File: src/hdl/swm_pkg.sv
// Shared types, constants and helper functions for the swerve module command block.
`timescale 1ns / 1ps
package swm_pkg;

  localparam int WHEEL_COUNT  = 4;
  localparam int CORDIC_STEPS = 30;

  localparam int WV_W  = 38;  // wheel velocity, Q16.16 with headroom
  localparam int CX_W  = 60;  // CORDIC x/y working width
  localparam int CZ_W  = 35;  // CORDIC angle, Q30 radians
  localparam int ANG_W = 36;  // angle units before storing
  localparam int MAG_W = 40;
  localparam int MA_W  = 41;  // multiplier operand a
  localparam int MB_W  = 17;  // multiplier operand b
  localparam int PR_W  = 58;  // product
  localparam int ACC_W = 74;

  localparam logic signed [CZ_W-1:0] HALF_PI_Q30 = 35'sd1686629713;
  localparam logic signed [CZ_W-1:0] PI_Q30      = 35'sd3373259426;
  localparam longint HALF_PI_Q30_L = 64'sd1686629713;

  // 1/gain in Q24, split into 16-bit halves
  localparam logic [15:0] INV_GAIN_LO = 16'd29934;
  localparam logic [15:0] INV_GAIN_HI = 16'd155;

  localparam logic [2:0] REG_MODE   = 3'd0;
  localparam logic [2:0] REG_LEVER0 = 3'd1;
  localparam logic [2:0] REG_LEVER3 = 3'd4;
  localparam logic [2:0] REG_SPEED  = 3'd5;
  localparam logic [2:0] REG_ANGLE  = 3'd6;

  typedef enum logic [4:0] {
    ST_IDLE, ST_MLX, ST_MLY, ST_WY, ST_CINIT, ST_CORD,
    ST_G0, ST_G1, ST_G2, ST_UNW, ST_FLP,
    ST_D0, ST_D1, ST_D2, ST_A0, ST_A1, ST_A2, ST_DONE
  } st_e;

  typedef struct packed {
    logic                   done;
    logic [MAG_W-1:0]       mag_raw;  // x >> 20 after the last rotation
    logic signed [CZ_W-1:0] z;        // heading, exact axes already applied
  } cord_res_t;

  function automatic logic [29:0] atan_q30(input logic [4:0] i);
    logic [29:0] r;
    case (i)
      5'd0:  r = 30'h3243F6A8;
      5'd1:  r = 30'h1DAC6705;
      5'd2:  r = 30'h0FADBAFC;
      5'd3:  r = 30'h07F56EA6;
      5'd4:  r = 30'h03FEAB76;
      5'd5:  r = 30'h01FFD55B;
      5'd6:  r = 30'h00FFFAAA;
      5'd7:  r = 30'h007FFF55;
      5'd8:  r = 30'h003FFFEA;
      5'd9:  r = 30'h001FFFFD;
      5'd10: r = 30'h000FFFFF;
      5'd11: r = 30'h0007FFFF;
      5'd12: r = 30'h0003FFFF;
      5'd13: r = 30'h0001FFFF;
      5'd14: r = 30'h0000FFFF;
      5'd15: r = 30'h00007FFF;
      5'd16: r = 30'h00003FFF;
      5'd17: r = 30'h00001FFF;
      5'd18: r = 30'h00000FFF;
      5'd19: r = 30'h000007FF;
      5'd20: r = 30'h000003FF;
      5'd21: r = 30'h000001FF;
      5'd22: r = 30'h000000FF;
      5'd23: r = 30'h0000007F;
      5'd24: r = 30'h0000003F;
      5'd25: r = 30'h0000001F;
      5'd26: r = 30'h0000000F;
      5'd27: r = 30'h00000008;
      5'd28: r = 30'h00000004;
      5'd29: r = 30'h00000002;
      default: r = '0;
    endcase
    return r;
  endfunction

  // k quarter turns (k * pi/2) in angle units, rounded
  function automatic logic signed [ANG_W-1:0] halves(input int k, input int afb);
    logic signed [63:0] t;
    int sh;
    sh = 30 - afb;
    t  = 64'(k) * HALF_PI_Q30_L;
    t  = (t + (64'sd1 <<< (sh - 1))) >>> sh;
    return t[ANG_W-1:0];
  endfunction

  function automatic logic [31:0] sat_out(input logic neg, input logic [ACC_W-1:0] r);
    logic [31:0] v;
    if (neg) begin
      v = (r > ACC_W'(32'h8000_0000)) ? 32'h8000_0000 : 32'(-r);
    end else begin
      v = (r > ACC_W'(32'h7FFF_FFFF)) ? 32'h7FFF_FFFF : r[31:0];
    end
    return v;
  endfunction

  function automatic logic [31:0] sat_store(input logic signed [ANG_W-1:0] a);
    logic [31:0] v;
    if (a > ANG_W'(64'sh7FFF_FFFF)) v = 32'h7FFF_FFFF;
    else if (a < -ANG_W'(64'sh8000_0000)) v = 32'h8000_0000;
    else v = a[31:0];
    return v;
  endfunction

endpackage

File: src/hdl/swm_cordic.sv
// Iterative vectoring CORDIC: one rotation per cycle, heading and scaled magnitude.
`timescale 1ns / 1ps
module swm_cordic (
  input  logic                              clk_i,
  input  logic                              rst_ni,
  input  logic                              start_i,
  input  logic signed [swm_pkg::WV_W-1:0]   x0_i,
  input  logic signed [swm_pkg::WV_W-1:0]   y0_i,
  output swm_pkg::cord_res_t                res_o
);

  logic signed [swm_pkg::CX_W-1:0] x_q, y_q, xs, ys, dx, dy;
  logic signed [swm_pkg::CZ_W-1:0] z_q, at;
  logic [4:0] it_q;
  logic busy_q, done_q;
  logic xz_q, yz_q, xp_q, yp_q;

  assign xs = {{2{x0_i[swm_pkg::WV_W-1]}}, x0_i, 20'b0};
  assign ys = {{2{y0_i[swm_pkg::WV_W-1]}}, y0_i, 20'b0};
  assign dx = y_q >>> it_q;
  assign dy = x_q >>> it_q;
  assign at = {5'b0, swm_pkg::atan_q30(it_q)};

  always_ff @(posedge clk_i or negedge rst_ni) begin
    if (!rst_ni) begin
      busy_q <= 1'b0;
      done_q <= 1'b0;
      it_q   <= '0;
    end else begin
      done_q <= 1'b0;
      if (start_i) begin
        busy_q <= 1'b1;
        it_q   <= '0;
      end else if (busy_q) begin
        it_q <= it_q + 5'd1;
        if (it_q == 5'(swm_pkg::CORDIC_STEPS - 1)) begin
          busy_q <= 1'b0;
          done_q <= 1'b1;
        end
      end
    end
  end

  always_ff @(posedge clk_i) begin
    if (start_i) begin
      xz_q <= (x0_i == '0);
      yz_q <= (y0_i == '0);
      xp_q <= !x0_i[swm_pkg::WV_W-1] && (x0_i != '0);
      yp_q <= !y0_i[swm_pkg::WV_W-1] && (y0_i != '0);
      // fold the left half-plane over before rotating
      if (x0_i[swm_pkg::WV_W-1]) begin
        x_q <= -xs;
        y_q <= -ys;
        z_q <= y0_i[swm_pkg::WV_W-1] ? -swm_pkg::PI_Q30 : swm_pkg::PI_Q30;
      end else begin
        x_q <= xs;
        y_q <= ys;
        z_q <= '0;
      end
    end else if (busy_q) begin
      if (!y_q[swm_pkg::CX_W-1]) begin
        x_q <= x_q + dx;
        y_q <= y_q - dy;
        z_q <= z_q + at;
      end else begin
        x_q <= x_q - dx;
        y_q <= y_q + dy;
        z_q <= z_q - at;
      end
    end
  end

  always_comb begin
    res_o.done    = done_q;
    res_o.mag_raw = x_q[swm_pkg::CX_W-1:20];
    if (yz_q) res_o.z = xp_q ? '0 : swm_pkg::PI_Q30;
    else if (xz_q) res_o.z = yp_q ? swm_pkg::HALF_PI_Q30 : -swm_pkg::HALF_PI_Q30;
    else res_o.z = z_q;
  end

endmodule

File: config.mk
export PLATFORM = sky130hd
export DESIGN_NAME = swm_cordic
export DESIGN_NICKNAME = d
export VERILOG_FILES = /design/src/hdl/swm_pkg.sv /design/src/hdl/swm_cordic.sv
export SDC_FILE = /design/constraint.sdc
export NUM_CORES = 1
export LEC_CHECK = 0
export BUFFER_PORTS_ARGS = -buffer_cell sky130_fd_sc_hd__buf_4
export CAP_MARGIN = 10
export CORE_MARGIN = 4
export CORE_UTILIZATION = 30
export DETAILED_ROUTE_END_ITERATION = 10
export PLACE_DENSITY = 0.55
export SETUP_SLACK_MARGIN = 0.3
export SLEW_MARGIN = 20
export SYNTH_ARGS = -nofsm -noshare
export SYNTH_HDL_FRONTEND = slang
export SYNTH_SLANG_ARGS = --single-unit
File: constraint.sdc
create_clock -name clk_i -period 7.72 [get_ports clk_i]
set_clock_uncertainty 0.1 [all_clocks]
set_input_delay 0.386 -clock clk_i [delete_from_list [all_inputs] [get_ports clk_i]]
set_output_delay 0.386 -clock clk_i [all_outputs]
set_load 0.005 [all_outputs]
Yosys cells after proc, flatten, opt, wreduce, memory -nomap -nowiden
Memory sizes are Yosys's and may differ from the RTL's.
Index checks and enable logic that the tools add are counted.
{ "word_totals": {"ff_bits": 166, "mem_bits_ro": 960, "inputBits": 79, "out_inout_bits": 76, "wordCells": 57, "mem_count": 1} }
{ "memory_table": {"columns": ["name", "words", "width", "read_ports", "rd_ports_with_merged_regs", "write_ports", "line", "source"], "rows": [
  ["(name not given)", 32, 30, 1, 0, 0, "swm_pkg.sv:46", "case (i)"]
]} }
{ "classes": {"add_sub_neg": 9, "n_eq_ne": 1, "shift": 2, "n_mux": 25, "n_reduce_logical": 9} }
{ "ops": {"columns": ["op", "n"], "rows": [
  ["60-bit 2-to-1 mux", 8],
  ["35-bit 2-to-1 mux", 8],
  ["60-bit adder", 2],
  ["58-bit negation with 60-bit output", 2],
  ["60-bit by 5-bit >>> shifter with 60-bit output", 2],
  ["60-bit subtractor", 2],
  ["38-bit zero test", 2],
  ["38-bit nonzero test", 2],
  ["35-bit by 31-bit adder with 35-bit output", 1],
  ["35-bit by 31-bit subtractor with 35-bit output", 1],
  ["32-bit 2-to-1 mux", 1],
  ["5-bit 2-to-1 mux", 2],
  ["1-bit 2-to-1 mux", 6],
  ["5-bit by 1-bit adder with 5-bit output, second input constant", 1],
  ["5-bit == test, second input constant", 1],
  ["1-bit logical AND", 2],
  ["1-bit zero test", 2],
  ["2-bit nonzero test", 1]
]} }

Depth between registers and ports, before layout
{ "depth": {"word_depth": 5, "mapped_depth": 31, "ltp_nobuf": 24} }

Worst setup path before layout
Ideal clock, no wire load.
{ "synth_path": {"path_kind": "register to register", "start": "register it_q[1]", "end": "register y_q[53] (netlist name), data pin", "setup_ps": 278, "arrival_ps": 6117, "t_required_ps": 7342, "path_slack_ps": 1225, "path_stages_with_launch": 27, "path_buffers": 6, "synth_period_minus_slack_ps": 6495, "path_cell_list": "dfrtp_1 -> buf_6 -> buf_12 -> buf_6 -> buf_6 -> buf_2 -> buf_2 -> mux4_2 -> o22a_1 -> o211a_1 -> a22oi_1 -> nand2_1 -> or3_1 -> o41ai_1 -> xor2_1 -> ha_1 -> nand2_1 -> o211ai_1 -> or4b_2 -> a21o_1 -> nand4_1 -> nand3_1 -> o21ai_0 -> o21ai_0 -> a221o_1 -> a2111oi_0 -> a221oi_1"} }
{ "synth_between": {"elab_chain_cells": 5, "word_cells_on_any_way": 6, "classes_between": "add/sub (2); shift (1); mux (3)"} }
{ "synth_rtl": {"columns": ["item", "line", "source"], "rows": [
  ["start: declaration", "swm_cordic.sv:14", "logic [4:0] it_q;"],
  ["start signal: assignment", "swm_cordic.sv:35", "it_q <= it_q + 5'd1;"],
  ["60-bit by 5-bit >>> shifter with 60-bit output (*)", "swm_cordic.sv:21", "assign dy = x_q >>> it_q;"],
  ["60-bit subtractor / 60-bit adder (equally long branches)", "swm_cordic.sv:63, swm_cordic.sv:67", null],
  ["60-bit 2-to-1 mux (*)", "swm_cordic.sv:61", "if (!y_q[swm_pkg::CX_W-1]) begin"],
  ["60-bit 2-to-1 mux (*)", "swm_cordic.sv:60", "end else if (busy_q) begin"],
  ["60-bit 2-to-1 mux (*)", "swm_cordic.sv:45", "if (start_i) begin"],
  ["end signal: assignment", "swm_cordic.sv:53", "y_q <= -ys;"],
  ["end signal: assignment", "swm_cordic.sv:63", "y_q <= y_q - dy;"],
  ["end signal: assignment", "swm_cordic.sv:67", "y_q <= y_q + dy;"],
  ["end: declaration", "swm_cordic.sv:12", "logic signed [swm_pkg::CX_W-1:0] x_q, y_q, xs, ys, dx, dy;"]
]} }
Mark *: on every way between the ends. The rest lies on a longest branch, timed or not. The select of a mux whose other input is x is not followed.
A chain may end at the register's enable or synchronous reset.

Final worst setup path
{ "layout_path": {"start": "register it_q[2]", "end": "register x_q[57] (netlist name), data pin"} }
{ "layout_between": {"elab_chain_cells": 5, "word_cells_on_any_way": 6, "classes_between": "add/sub (2); shift (1); mux (3)"} }
{ "layout_rtl": {"columns": ["item", "line", "source"], "rows": [
  ["60-bit by 5-bit >>> shifter with 60-bit output (*)", "swm_cordic.sv:20", "assign dx = y_q >>> it_q;"],
  ["60-bit adder / 60-bit subtractor (equally long branches)", "swm_cordic.sv:62, swm_cordic.sv:66", null],
  ["60-bit 2-to-1 mux (*)", "swm_cordic.sv:61", null],
  ["60-bit 2-to-1 mux (*)", "swm_cordic.sv:60", null],
  ["60-bit 2-to-1 mux (*)", "swm_cordic.sv:45", null],
  ["end signal: assignment", "swm_cordic.sv:52", "x_q <= -xs;"],
  ["end signal: assignment", "swm_cordic.sv:62", "x_q <= x_q + dx;"],
  ["end signal: assignment", "swm_cordic.sv:66", "x_q <= x_q - dx;"],
  ["end: declaration", "swm_cordic.sv:12", null]
]} }
Marked as above.

==> results.rst <==
.. list-table::
   :header-rows: 1

   * - Metric
     - Value
   * - R2r endpoint
     - x_q[57]
   * - Number of synthesis warnings
     - 0
   * - Final Slew Violations
     - 0
   * - Setup CP Type
     - flop to flop
   * - Highest clock rate
     - roughly 0.14 GHz
   * - Most area-consuming cells after synthesis
     - edfxtp_1, mux4_2, ha_1, xnor2_1, nand2_1
   * - Most frequently used flop master after synthesis
     - edfxtp_1
   * - Number of clock buffers inserted by TritonCTS
     - 17
   * - Die height
     - 328.3 microns
   * - Total setup violations reported at the end of the flow
     - 0
   * - Critical path data required time
     - 7880 ps
   * - Buf+Inv Stages, Crit Path
     - 5
   * - Number of synthesized flops with an enable pin
     - between 150 and 200
   * - Number of endpoints with negative hold slack in the final report
     - 0
   * - Flop and latch count out of synthesis
     - 166
   * - CTS H-Tree Depth
     - 4
   * - Source of the worst hold timing path
     - x0_i[0]
   * - Full die area
     - 0.1078 sq mm
   * - CTS Root Buffer Type
     - clkbuf_16
   * - Register-to-Register Setup Slack
     - 540 ps
   * - Worst Reg-to-Reg Cells
     - 25
   * - Proportion of netlist area held by the largest area contributor
     - between 10% and 20%
   * - CP Launch Type
     - flop
   * - Setup repair after global routing missed its margin
     - false
   * - Share of async-settable or async-resettable flops after synthesis
     - between 4 and 5%
   * - Type of the tightest min-delay check
     - input port to flop
   * - 1st-pass router iterations
     - 7
   * - Worst path setup slack after routing
     - between 500 and 600 ps
   * - Clock tree from TritonCTS
     - built
   * - Clock Tree Buf Depth
     - 2
   * - Total Wirelength
     - roughly 140000 microns
   * - Multi-input gate area in the final layout
     - about 0.024 sq mm
   * - Area grow syn2layout
     - 17.97%
   * - Clock Sinks
     - 166
   * - Hold Path Stages
     - 3
   * - Max-capacitance violation count
     - 0
   * - Total global-route track usage
     - 25.59%
   * - Final weighted congestion of routability-driven global placement
     - approximately 1.1
   * - Wire length of the first global-routing pass
     - around 210000 microns
   * - DRC violation total after the first TritonRoute iteration
     - roughly 4200
   * - Cell count after synthesis
     - 3716
   * - IO buf count
     - about 150
   * - Overflow left after global routing
     - 0
   * - Worst min-delay path endpoint
     - x_q[20]
   * - Seq/Total Area, Yosys
     - between 15 and 20%
   * - # nets final
     - 4287
   * - Source of the critical timing path
     - it_q[2]
   * - Clk slew on worst S/H paths
     - approximately 90 ps
   * - Synth Net Count
     - roughly 4000
   * - Top cells by count, synth
     - nand2_1, o21ai_0, a21oi_1, nor2_1, xnor2_1
   * - Sequential Area
     - between 0.004 and 0.005 sq mm
   * - Maximum number of pins on one net before global-route repair
     - 74
   * - Run status
     - complete, no violations
   * - Detail-routed net length per standard cell
     - around 26 microns
   * - Arrival time at the worst endpoint
     - between 7000 and 8000 ps
   * - Post-synthesis instance area
     - between 0.03 and 0.04 sq mm
   * - Vias after detailed routing
     - roughly 33000
   * - Via-per-instance ratio
     - about 6.1
   * - Half-perimeter wire length of the detailed placement result
     - between 100000 and 150000 microns
   * - Cell with the largest stage delay on the worst path
     - dfrtp_4
   * - Worst slew margin
     - under 10%
   * - Die Wd
     - approximately 330 microns
   * - Crit-path max FO
     - 40
   * - Number of top-level pins
     - approximately 160
   * - Post-synth top area cell
     - edfxtp_1
   * - Accumulated negative setup slack
     - 0 ps
   * - Number of placement rows
     - 117
   * - Biggest cell delay along the critical path
     - slightly above 800 ps
   * - Most frequent cell on the critical path
     - buf_4
   * - Fraction of layout cells with a size suffix above 1
     - between 20% and 30%
   * - Initial Util
     - a little under a third
   * - Vias in the first global route
     - a little over 30000
   * - R2R Path Start
     - it_q[2]
   * - Mean Syn Cell Area
     - just over 8 sq um
   * - Category of cells accounting for the largest share of critical-path delay
     - compound AO/OA/AOI/OAI gates
   * - Most instantiated library cell after synthesis
     - nand2_1
   * - Antenna violations before repair
     - 2
   * - Post-Place Worst Slack
     - roughly 130 ps
   * - Utilization after layout
     - 35.64%
   * - Final critical delay including setup and external delays
     - slightly above 7000 ps
   * - Critical path capture point type
     - flop
   * - Number of filler cells placed in the layout
     - 10810
   * - Area of the core
     - 0.1019 sq mm
   * - Final worst-path cycle share
     - 92.96%
   * - Count of cell types in the netlist
     - ~120
   * - Number of nets with antenna violations after detailed routing
     - 0
   * - DRC Markers
     - 0
   * - Slew at the pin closest to its max-slew limit
     - around 1400 ps
   * - Clock insertion delay at the later pin of the skew report
     - approximately 530 ps
==> cell type report <==
class / count / area share [%]
repair buffers: 585 / 12.60
multi-input cells: 3196 / 66.63
diodes: 2 / 0.01378
clock inverters: 15 / 0.4961
well taps: 1368 / 4.713
clock buffers: 17 / 1.171
flip-flops and latches: 166 / 13.68
inverters: 67 / 0.6960
==> per-stage QoR <==
stage          hold slack, ps  cells  cell area, sq um
3_5_place_dp            124.9   5374             35490
6_report                126.2   5416             36320
2_1_floorplan          -9.591   3716             30780
3_3_place_gp            123.1   5374             35490
5_1_grt                 135.9   5414             36310
4_1_cts                 94.92   5407             36130
==> what timing repair did <==
item / 4_1_cts / 5_1_grt
setup endpoints to repair: 5 / 26
setup buffers: 0 / 7
hold buffers: 1 / 0
cloned: 0 / 0
endpoints found under the hold margin: 7 / 0
resized for setup: 6 / 23
==> cells in the final DEF, fill, tap and decap left out, types with 44 or more instances in the layout <==
cell type / instances
buf_4: 566
nand2_1: 392
o21ai_0: 275
a21oi_1: 265
nor2_1: 255
xnor2_1: 191
ha_1: 172
edfxtp_1: 159
xor2_1: 143
mux4_2: 138
mux2i_1: 115
a21o_1: 107
mux2_2: 77
nand3_1: 76
inv_1: 62
a31oi_1: 58
nor3_1: 56
o22ai_1: 51
a211oi_1: 44
o21a_1: 44
==> logic make-up after synthesis <==
family	share of synthesized area, %
flops	16.08
mux	17.44
compound gates	25.91
simple gates	18.01
buf+inv	5.816
xor+xnor	9.555
fa+ha+maj	7.186
==> registers in the layout, indices dropped and copies added, names as in the netlist, 5 cells and up <==
signal and flops:
it_q 5, x_q 60, y_q 60, z_q 35
==> worst register-to-register path, stage by stage, from the launching register on <==
cell      delay, ps
dfrtp_4         820
inv_2           470
buf_4           290
buf_4           210
nor2_1          260
buf_4           280
a22oi_1         110
o211ai_1        170
nor3b_1         330
and3b_1         420
and3_1          320
a21oi_1         110
xor2_1          240
ha_1            290
a21o_1          210
a31oi_1         170
o21ai_0         170
a221o_1         350
buf_4           140
a21o_1          180
a21oi_1         140
o21ai_0         190
a221o_1         380
a311oi_1        320
xor2_1          170
o21ai_0          80
==> layer usage <==
| metal | routed length [microns] | global-route usage [%] | up-vias |
|---|---|---|---|
| met5 | 0 | 0 | - |
| met4 | 7556 | 11.83 | 0 |
| met3 | 14260 | 6.177 | 348 |
| met1 | 60560 | 34.51 | 15880 |
| li1 | - | - | 14810 |
| met2 | 61140 | 38.57 | 1797 |
==> worst max path at each step <==
stage	slack, ps	depth (start not counted)	to
3_3_place_gp	100	26	y_q[59]
3_5_place_dp	130	26	y_q[59]
6_report	540	25	x_q[57]
4_1_cts	300	24	y_q[59]
5_1_grt	310	26	y_q[55]
2_1_floorplan	1230	26	y_q[53]
Power is not shown: default switching activity piles up to over one toggle a cycle in this logic, so the estimate is an artifact.
